## config.mk

```make
export PLATFORM = sky130hd
export DESIGN_NAME = swv_div
export DESIGN_NICKNAME = d
export VERILOG_FILES = /design/src/swv_pkg.sv /design/src/swv_div.sv
export SDC_FILE = /design/constraint.sdc
export NUM_CORES = 1
export LEC_CHECK = 0
export BUFFER_PORTS_ARGS = -buffer_cell sky130_fd_sc_hd__buf_2
export CAP_MARGIN = 5
export CELL_PAD_IN_SITES_DETAIL_PLACEMENT = 0
export CELL_PAD_IN_SITES_GLOBAL_PLACEMENT = 2
export CORE_ASPECT_RATIO = 1.1
export CORE_UTILIZATION = 36
export CTS_CLUSTER_SIZE = 8
export DETAILED_ROUTE_END_ITERATION = 10
export MAX_ROUTING_LAYER = met4
export PLACE_DENSITY = 0.95
export RECOVER_POWER = 100
export SETUP_SLACK_MARGIN = 0.05
export SLEW_MARGIN = 20
export SYNTH_ARGS = -nofsm -noshare
export SYNTH_HDL_FRONTEND = slang
export SYNTH_SLANG_ARGS = --single-unit
```

## constraint.sdc

```tcl
create_clock -name clk -period 7.83 [get_ports clk]
set_input_delay 0.783 -clock clk [delete_from_list [all_inputs] [get_ports clk]]
set_output_delay 0.783 -clock clk [all_outputs]
set_load 0.01 [all_outputs]
```

## src/swv_pkg.sv

```systemverilog
// swv_pkg: shared constants for the sliding-window variance block.
// No dependencies; used by swv_num, swv_div, sliding_window_variance_top and the testbench.
package swv_pkg;

  // sample and result field widths
  localparam int VAR_W     = 34;
  localparam int CIDX_W    = 16;
  localparam int SAMPLE_W  = 16;
  localparam int FRAC_BITS = 4;

  localparam logic [VAR_W-1:0] VAR_MAX = {VAR_W{1'b1}};

  // register file
  localparam int CFG_AW  = 2;
  localparam int CFG_DW  = 32;
  localparam int HW_REG_W = 7;

  localparam logic [CFG_AW-1:0]   ADDR_HALF_WINDOW = 2'd0;
  localparam logic [HW_REG_W-1:0] HALF_WINDOW_RST  = 7'd1;

endpackage

```

## src/swv_div.sv

```systemverilog
// swv_div: restoring divider, one quotient bit per cycle, saturating at VAR_MAX.
// Uses swv_pkg; instantiated by sliding_window_variance_top.
module swv_div #(
  parameter int NUM_W = 52,
  parameter int DEN_W = 16
) (
  input  logic                       clk,
  input  logic                       rst_n,
  input  logic                       start,
  input  logic [NUM_W-1:0]           num,
  input  logic [DEN_W-1:0]           den,
  output logic                       done,
  output logic [swv_pkg::VAR_W-1:0]  quot
);

  localparam int QW    = swv_pkg::VAR_W;
  localparam int CNT_W = $clog2(QW + 1);

  logic [DEN_W:0]     rem_r, rem_nxt;
  logic [QW-1:0]      low_r, low_nxt;
  logic [CNT_W-1:0]   cnt_r, cnt_nxt;
  logic               busy_r, busy_nxt;
  logic               done_r, done_nxt;
  logic [NUM_W-1:0]   hi;
  logic               sat;
  logic [DEN_W:0]     trial;
  logic               ge;

  assign hi    = num >> QW;
  // quotient overflows QW bits exactly when num / 2^QW reaches den
  assign sat   = hi >= NUM_W'(den);
  assign trial = {rem_r[DEN_W-1:0], low_r[QW-1]};
  assign ge    = trial >= {1'b0, den};

  always_comb begin
    rem_nxt  = rem_r;
    low_nxt  = low_r;
    cnt_nxt  = cnt_r;
    busy_nxt = busy_r;
    done_nxt = 1'b0;
    if (start) begin
      if (sat) begin
        low_nxt  = swv_pkg::VAR_MAX;
        busy_nxt = 1'b0;
        done_nxt = 1'b1;
      end else begin
        rem_nxt  = (DEN_W + 1)'(hi);
        low_nxt  = num[QW-1:0];
        cnt_nxt  = CNT_W'(QW);
        busy_nxt = 1'b1;
      end
    end else if (busy_r) begin
      rem_nxt = ge ? trial - {1'b0, den} : trial;
      low_nxt = {low_r[QW-2:0], ge};
      cnt_nxt = cnt_r - CNT_W'(1);
      if (cnt_r == CNT_W'(1)) begin
        busy_nxt = 1'b0;
        done_nxt = 1'b1;
      end
    end
  end

  always_ff @(posedge clk) begin
    rem_r <= rem_nxt;
    low_r <= low_nxt;
    if (!rst_n) begin
      cnt_r  <= '0;
      busy_r <= 1'b0;
      done_r <= 1'b0;
    end else begin
      cnt_r  <= cnt_nxt;
      busy_r <= busy_nxt;
      done_r <= done_nxt;
    end
  end

  assign done = done_r;
  assign quot = low_r;

endmodule

```

==> impl_metrics.env <==
export IMPL_yosys_area_top_type_share=0.390
export IMPL_postCtsHoldBufs=0
export IMPL_design_area_um2=4740
export IMPL_synth_common_cells="edfxtp_1, ha_1, o22a_1"
export IMPL_setup_tns_ns=0
export IMPL_ant_nets=0
export IMPL_layout_nets=563
export IMPL_worstPathMaxFanout=68
export IMPL_tightest_slew_ns=2.96
export IMPL_drc=0
export IMPL_vias=3251
export IMPL_grt_use_total=0.192
export IMPL_htree_levels=3
export IMPL_port_buffers=105
export IMPL_fin_skew_ns=0.00531
export IMPL_required_ns=7.73
export IMPL_num_io_pins=106
export IMPL_yosysSeqAreaShare=0.432
export IMPL_finalPower_w=0.000973
export IMPL_status="finished with violations"
export IMPL_clk_path_buf_depth=2
export IMPL_fmax_mhz=204
export IMPL_rsz0062_at_grt="false"
export IMPL_clock_latency_ns=0.32
export IMPL_place_area_um2=4490
export IMPL_synth_nets=464
export IMPL_vdd_ir_drop_max_v=0.000131
export IMPL_die_width_um=101
export IMPL_place_congestion=0.864
export IMPL_max_slew_margin=-0.976
export IMPL_synth_cell_types=51
export IMPL_wl_um=10100
export IMPL_synth_ff_type="edfxtp_1"
export IMPL_postLayoutCoreUtil=0.456
export IMPL_synth_top_family_by_area="compound AO/OA/AOI/OAI gates"
export IMPL_fin_crit_ns=4.89
export IMPL_startpoint_type="input port"
export IMPL_setup_viol=0
export IMPL_areaGrowthSynthToFinish_pct=23.2
export IMPL_cp_arrival_ns=4.79
export IMPL_synth_adder_area_share=0.116
export IMPL_cts_root_buf="clkbuf_16"
export IMPL_fp_dieArea_um2=11100
export IMPL_postCtsSetupRepairBufs=0
export IMPL_yosys_area_top_type="edfxtp_1"
export IMPL_clk_pin_slew_ns=0.05
export IMPL_netlist_instances=358
export IMPL_muxShareOfSynthArea=0.0507
export IMPL_drv_cap=2
export IMPL_synth_simple_area_share=0.116
export IMPL_drv_slew=104
export IMPL_yosys_warnings=0
export IMPL_synth_area_um2=3850
export IMPL_final_hold_violation_count=0
export IMPL_via_per_inst=5.37
export IMPL_grt_max_degree=69
export IMPL_synth_compound_area_share=0.207
export IMPL_synth_xor_area_frac=0.0319
export IMPL_critPathMaxStageDelay_ns=2.07
export IMPL_endpoint_kind="register"
export IMPL_cts_resized=0
export IMPL_powerDensity_nw_per_um2=205
export IMPL_core_um2=10400
export IMPL_violations="max-capacitance violations, max-slew violations"
export IMPL_synth_seq_cells=58
export IMPL_routedWlPerCell_um=16.8
export IMPL_async_flop_share=0
export IMPL_synth_edf_count=50
export IMPL_drt_iter0_markers=99
export IMPL_insertedDiodeCount=0
export IMPL_dr_pass1_iters=4
export IMPL_clkSinkCount=58
export IMPL_grt_antenna_before_repair=0
export IMPL_numCtsBuffers=9
export IMPL_hold_class="reg -> reg"
export IMPL_hpwl_um=7550
export IMPL_cpMaxStageDelayCell="clkbuf_1"
export IMPL_yosys_top_cells_area="edfxtp_1, ha_1, o22a_1, dfxtp_1, a21oi_1"
export IMPL_grt_pass1_wl_um=16100
export IMPL_path_cells="buf_2 -> clkbuf_1 -> or2_0"
export IMPL_drive_gt1_frac=0.212
export IMPL_initial_core_util=0.370
export IMPL_fin_crit_sh=0.625
export IMPL_die_height_um=110
export IMPL_rows=39
export IMPL_crit_type="in -> reg"
export IMPL_cts_tree="yes"
export IMPL_syn_area_per_cell_um2=10.7
export IMPL_overflow=0
export IMPL_grt_pass1_vias=3367
export IMPL_p_leak_nw=1.87
export IMPL_synthMostInstantiatedCell="edfxtp_1"
[state kept, by name, summed over array words and instances, names as in the netlist]
register	cells
quot	34
cnt_r	6
done	1
busy_r	1
rem_r	16
[layout by cell type, fill, tap and decap left out, types with 8 or more instances in the layout]
cell | netlist | layout
clkbuf_1 | 17 | 38
a21o_1 | 8 | 8
inv_1 | 24 | 24
o22a_1 | 34 | 34
edfxtp_1 | 50 | 50
a21oi_1 | 22 | 23
dfxtp_1 | 8 | 8
xor2_1 | 9 | 9
ha_1 | 34 | 34
nor2_1 | 15 | 15
mux2_2 | 8 | 8
clkbuf_16 | 0 | 9
nand4_1 | 8 | 8
nand2_1 | 20 | 20
buf_2 | 1 | 70
o21ai_0 | 11 | 12
nand3_1 | 8 | 8
[power by group]
part | leakage (nW) | switching [W] | internal, W | total, W
Sequential | 0.495 | 0.00000851 | 0.000357 | 0.000365
Clock | 0.156 | 0.000143 | 0.000286 | 0.000429
Combinational | 1.22 | 0.0000989 | 0.0000795 | 0.000178
Total | 1.87 | 0.000250 | 0.000722 | 0.000973
[kinds of logic (layout without fill, tap and decap cells)]
logic type | after synthesis | count (layout)
xor+xnor | 14 | 14
buf+inv | 44 | 148
simple gates | 83 | 83
flops | 58 | 58
compound gates | 108 | 108
fa+ha+maj | 35 | 35
mux | 16 | 16
[final timing paths]
kind | from | end | slack (ns) | cells after the start
max | start | quot[33]$_DFFE_PP_ | 2.94 | 3
min | cnt_r[3]$_SDFFE_PN0P_ | cnt_r[3]$_SDFFE_PN0P_ | 0.52 | 2
max reg2reg | rem_r[1]$_DFFE_PP_ | rem_r[11]$_DFFE_PP_ | 3.92 | 9
min reg2reg | cnt_r[3]$_SDFFE_PN0P_ | cnt_r[3]$_SDFFE_PN0P_ | 0.52 | 2
[worst max-delay path: cells and delay by family]
family	cells	cell delay (ns)
AND/OR/NAND/NOR	1	1.79
buffers and inverters	2	2.14
[area by class of cell]
cell class	count	area, um2
Multi-Input combinational cell	256	1990
Timing Repair Buffer	108	497
Inverter	24	90.1
Fill cell	1030	5650
Clock inverter	5	77.6
Clock buffer	11	243
Sequential cell	58	1660
Tap cell	143	179
[per-layer routing]
metal / vias to the layer above / wire, um / track usage
met4: 0 / 116 / 0.0551
li1: 1579 / - / -
met1: 1542 / 4590 / 0.236
met3: 8 / 615 / 0.0424
met5: - / 0 / -
met2: 122 / 4820 / 0.314
[metrics by stage]
stage,setup slack [ns],hold WS (ns),cells
2_1_floorplan,4.78,0.473,358
3_3_place_gp,4.08,0.492,589
3_5_place_dp,4.00,0.514,589
4_1_cts,4.34,0.521,605
5_1_grt,2.47,0.536,605
6_report,2.94,0.519,605
Note: power is estimated with default switching activity, not from simulation.
