File: src/swv_pkg.sv
// swv_pkg: shared constants for the sliding-window variance block.
// No dependencies; used by swv_num, swv_div, sliding_window_variance_top and the testbench.
package swv_pkg;

  // sample and result field widths
  localparam int VAR_W     = 34;
  localparam int CIDX_W    = 16;
  localparam int SAMPLE_W  = 16;
  localparam int FRAC_BITS = 4;

  localparam logic [VAR_W-1:0] VAR_MAX = {VAR_W{1'b1}};

  // register file
  localparam int CFG_AW  = 2;
  localparam int CFG_DW  = 32;
  localparam int HW_REG_W = 7;

  localparam logic [CFG_AW-1:0]   ADDR_HALF_WINDOW = 2'd0;
  localparam logic [HW_REG_W-1:0] HALF_WINDOW_RST  = 7'd1;

endpackage

File: src/swv_num.sv
// swv_num: two-stage numerator pipeline, N*S2 - S1^2 scaled by 2^FRAC_BITS,
// plus the divisor N*(N-1). Uses swv_pkg.
module swv_num #(
  parameter int WIN_BITS = 8,
  parameter int SUM_W    = 24,
  parameter int SQ_W     = 40,
  parameter int DEN_W    = 16,
  parameter int NUM_W    = 52
) (
  input  logic                    clk,
  input  logic [WIN_BITS-1:0]     n,
  input  logic signed [SUM_W-1:0] s1,
  input  logic [SQ_W-1:0]         s2,
  output logic [NUM_W-1:0]        num,
  output logic [DEN_W-1:0]        den
);

  localparam int PW = 2 * SUM_W;

  logic [SUM_W-1:0] mag;
  logic [PW-1:0]    pa_r;
  logic [PW-1:0]    pb_r;
  logic [DEN_W-1:0] den_r;
  logic [NUM_W-1:0] num_r;

  assign mag = s1[SUM_W-1] ? SUM_W'(-s1) : SUM_W'(s1);

  // stage 1: products
  always_ff @(posedge clk) begin
    pa_r  <= PW'(n) * PW'(s2);
    pb_r  <= PW'(mag) * PW'(mag);
    den_r <= DEN_W'(n) * DEN_W'(n - WIN_BITS'(1));
  end

  // stage 2: difference is never negative (Cauchy-Schwarz)
  always_ff @(posedge clk) begin
    num_r <= NUM_W'({pa_r - pb_r, {swv_pkg::FRAC_BITS{1'b0}}});
  end

  assign num = num_r;
  assign den = den_r;

endmodule

File: config.mk
export PLATFORM = sky130hd
export DESIGN_NAME = swv_num
export DESIGN_NICKNAME = d
export VERILOG_FILES = /design/src/swv_pkg.sv /design/src/swv_num.sv
export SDC_FILE = /design/constraint.sdc
export NUM_CORES = 2
export LEC_CHECK = 0
export BUFFER_PORTS_ARGS = -buffer_cell sky130_fd_sc_hd__buf_2
export CAP_MARGIN = 30
export CORE_MARGIN = 2
export CORE_UTILIZATION = 38
export CTS_CLUSTER_SIZE = 8
export DETAILED_ROUTE_END_ITERATION = 8
export HOLD_SLACK_MARGIN = 0.12
export PLACE_DENSITY_LB_ADDON = 0.2
export SLEW_MARGIN = 30
export SYNTH_ARGS = -nofsm -noshare
export SYNTH_HDL_FRONTEND = slang
export SYNTH_SLANG_ARGS = --single-unit
export TNS_END_PERCENT = 100
File: constraint.sdc
create_clock -name clk -period 14.5 [get_ports clk]
set_input_delay 2.175 -clock clk [delete_from_list [all_inputs] [get_ports clk]]
set_output_delay 2.175 -clock clk [all_outputs]
set_load 0.05 [all_outputs]
==> reports/metrics.csv <==
metric,value,unit
ys.warnings.count,0,
row_count,109,
area_of_the_multi_input_gates,0.0271,mm2
tightestPinTransition,953,ps
yosys.area_share.adder,53.5,%
initial_antenna_violation_count,1,
design.portCount,141,
clock-skew-final,21.6,ps
critPathRequiredTime,14850,ps
first_iter_violations,1438,
drt_wl_total,84900,um
failing_checks,DRC,
maximum_number_of_pins_on_one_net_before_global_route_repair,54,
clockBufferDepth,2,
yosys.area_share.simple,13.0,%
grtUsageTotal,19.5,%
cts_tree,done,
filler_cell_count,8985,
yosys_register_bits,158,
totalNegativeSetupSlack,0,ps
synthXorXnorAreaFrac,4.50,%
post_route_ant_nets,0,
synth-edff-count,0,
design.die.area,0.0918,mm2
critical_path.slowest_cell,sky130_fd_sc_hd__xor2_2,
critPathMostFrequentCell,sky130_fd_sc_hd__fa_1,
worst_stage_delay_on_the_critical_path,620,ps
syn_avg_cell_area,9.00,um2
worst_setup_path_start_kind,primary input,
die_width,303,um
synthesis.area,0.0340,mm2
clkSlewWorstSetupHoldPaths,80,ps
cts.repair.resized,0,
ys.flop_type,sky130_fd_sc_hd__dfxtp_1,
maxSlewHeadroom,36.4,%
postCtsSetupRepairBufs,0,
numCtsBuffers,17,
grt_overflow,0,
seq_total_area_yosys,9.31,%
layout-area-overhead-vs-synth,7.56,%
synth_top_family_by_area,adder cells,
synthesis.instances,3776,
num_vias,24800,
finalWorstPathRequiredPeriod,11690,ps
core_area,0.0885,mm2
drt-pass1-iter-count,7,
global_route_wire_length_before_repair,139000,um
run_status,finished with violations,
share_of_layout_cells_above_drive_strength_1,5.87,%
cts_root_buffer,sky130_fd_sc_hd__clkbuf_16,
synth_mux_area_share,0.0884,%
synth.lib_cells_used.distinct,74,
fmax,85.6,MHz
synth_compound_area_share,8.35,%
layout_worst_path_cycle_share,80.6,%
setup_viol,0,
post-route-drc-count,7,
cp.arrival,12030,ps
max-cap-violations,0,
rsz0062_at_grt,no,
final_hold_vio_count,0,
grt_pass1_vias,26000,
detailed_place_hpwl,70900,um
cts_hold_buf,0,
postSynth.asyncResetShare,0,%
clkLatencyLatePin,460,ps
seqCellArea,0.00316,mm2
tritoncts_num_sinks,158,
critical_path_class,in2reg,
globalplace.congestion,0.843,
slew_viol_final,0,
die_height,303,um
routed_via_density,4.93,
hold_path.class,reg2reg,
initial_standard_cell_utilization_of_the_core,38.4,%
crit_path_end_kind,flip-flop,
biggest_fanout_along_the_worst_timing_path,12,
port_bufs,135,
finish.net_count,4961,
h-tree-depth,4,
route.detailed.wl_per_inst,16.9,um
-- state kept, by name (all words and copies together), names as in the netlist --
name and flops:
pb_r 47, den 15, num 48, pa_r 48
-- through the flow --
stage	setup WS (ps)	instances	hold WS (ps)	cell area (um2)	utilization [%]
after CTS	2480	5031	561	36500	41.3
after detailed placement	2030	4999	543	35900	40.6
after global routing	2340	5033	577	36500	41.3
after floorplan	4040	3796	470	34000	-
after global placement	2280	4999	531	35900	40.6
final	2810	5033	551	36500	41.3
-- area by class of cell --
type                    count  area share (%)
multi-input cells        2630            74.2
flip-flops and latches    158            8.66
well taps                1165            3.99
repair buffers            155            2.31
clock buffers              17            1.16
diodes                      2          0.0137
clock inverters            15           0.473
inverters                 891            9.15
-- Yosys cell counts (7+ instances only) --
library cell               number  share of area (%)
sky130_fd_sc_hd__a21o_1        69                1.5
sky130_fd_sc_hd__o21a_1        20               0.44
sky130_fd_sc_hd__and3_1        13               0.24
sky130_fd_sc_hd__inv_1        879                9.7
sky130_fd_sc_hd__a221oi_1       9               0.23
sky130_fd_sc_hd__a21oi_1      146                2.2
sky130_fd_sc_hd__a41oi_1        7               0.18
sky130_fd_sc_hd__or3_1         10               0.18
sky130_fd_sc_hd__and2_1       142                2.6
sky130_fd_sc_hd__xor2_1        51                1.3
sky130_fd_sc_hd__nand3_1       26               0.38
sky130_fd_sc_hd__o211ai_1      10               0.22
sky130_fd_sc_hd__nor2b_1       30               0.55
sky130_fd_sc_hd__xnor2_1      120                3.1
sky130_fd_sc_hd__nand2b_1      28               0.52
sky130_fd_sc_hd__nand4_1       22               0.41
sky130_fd_sc_hd__o21bai_1      21               0.46
sky130_fd_sc_hd__fa_1         694                 41
sky130_fd_sc_hd__o21ai_0       68                1.0
sky130_fd_sc_hd__o31ai_1       10               0.22
sky130_fd_sc_hd__nand2_1      439                4.9
sky130_fd_sc_hd__a31oi_1       20               0.37
sky130_fd_sc_hd__clkbuf_1     101                1.1
sky130_fd_sc_hd__buf_2          7               0.10
sky130_fd_sc_hd__ha_1         341                 13
sky130_fd_sc_hd__nor2_1       201                2.2
sky130_fd_sc_hd__dfxtp_1      158                9.3
sky130_fd_sc_hd__nand2_2        8               0.15
sky130_fd_sc_hd__a211oi_1       8               0.18
sky130_fd_sc_hd__inv_2         10               0.11
sky130_fd_sc_hd__nor3_1        15               0.22
-- cells by family after synthesis --
group	Yosys count
flops	158
buf+inv	1008
simple gates	960
compound gates	437
xor+xnor	173
fa+ha+maj	1035
other cells	2
mux	3
-- metal layers --
layer / track usage (%) / share of wire, % / vias up / wire length (um)
met5: 0 / 0 / - / 0
met4: 4.14 / 2.0 / 0 / 1740
met3: 2.98 / 5.1 / 88 / 4320
met2: 32.9 / 49 / 511 / 41400
met1: 26.4 / 44 / 12600 / 37500
li1: - / - / 11600 / -
-- critical path: cells and delay by family --
family	cells	cell delay (ps)
buffers and inverters	7	930
xor gates and xnor gates	1	620
and+or+nand+nor	6	1980
muxes	1	210
AOI/OAI and AO/OA	8	2420
adders and majority gates	8	3690
-- cells in the final DEF, fill, tap and decap left out, types with 6 or more instances in the layout --
| cell | n |
|---|---|
| sky130_fd_sc_hd__fa_1 | 694 |
| sky130_fd_sc_hd__nor2_1 | 201 |
| sky130_fd_sc_hd__a21oi_1 | 146 |
| sky130_fd_sc_hd__buf_2 | 128 |
| sky130_fd_sc_hd__nand4_1 | 22 |
| sky130_fd_sc_hd__xor2_1 | 48 |
| sky130_fd_sc_hd__nand2b_1 | 28 |
| sky130_fd_sc_hd__nand2_1 | 439 |
| sky130_fd_sc_hd__nand3_1 | 26 |
| sky130_fd_sc_hd__a211oi_1 | 8 |
| sky130_fd_sc_hd__inv_1 | 879 |
| sky130_fd_sc_hd__and2_1 | 142 |
| sky130_fd_sc_hd__a31oi_1 | 20 |
| sky130_fd_sc_hd__or3_1 | 10 |
| sky130_fd_sc_hd__clkbuf_16 | 17 |
| sky130_fd_sc_hd__a221oi_1 | 9 |
| sky130_fd_sc_hd__xnor2_1 | 115 |
| sky130_fd_sc_hd__nand2_2 | 8 |
| sky130_fd_sc_hd__nor2b_1 | 30 |
| sky130_fd_sc_hd__o211ai_1 | 10 |
| sky130_fd_sc_hd__and3_1 | 13 |
| sky130_fd_sc_hd__buf_4 | 27 |
| sky130_fd_sc_hd__ha_1 | 341 |
| sky130_fd_sc_hd__conb_1 | 22 |
| sky130_fd_sc_hd__nor3_1 | 15 |
| sky130_fd_sc_hd__o31ai_1 | 10 |
| sky130_fd_sc_hd__o21a_1 | 20 |
| sky130_fd_sc_hd__a21o_1 | 69 |
| sky130_fd_sc_hd__o21bai_1 | 21 |
| sky130_fd_sc_hd__dfxtp_1 | 158 |
| sky130_fd_sc_hd__a41oi_1 | 7 |
| sky130_fd_sc_hd__o21ai_0 | 68 |
| sky130_fd_sc_hd__a21boi_0 | 6 |
| sky130_fd_sc_hd__nand4b_1 | 6 |
| sky130_fd_sc_hd__inv_2 | 10 |
-- worst paths after layout --
path	start	to	slack [ps]	cells after the start
hold / removal	pa_r[0]	num[4]	550	3
setup reg to reg	pa_r[15]	num[50]	10800	10
hold reg to reg	pa_r[0]	num[4]	550	3
setup / recovery	s1[8]	pb_r[44]	2810	31
Power is not shown: default switching activity piles up to over one toggle a cycle in this logic, so the estimate is an artifact.
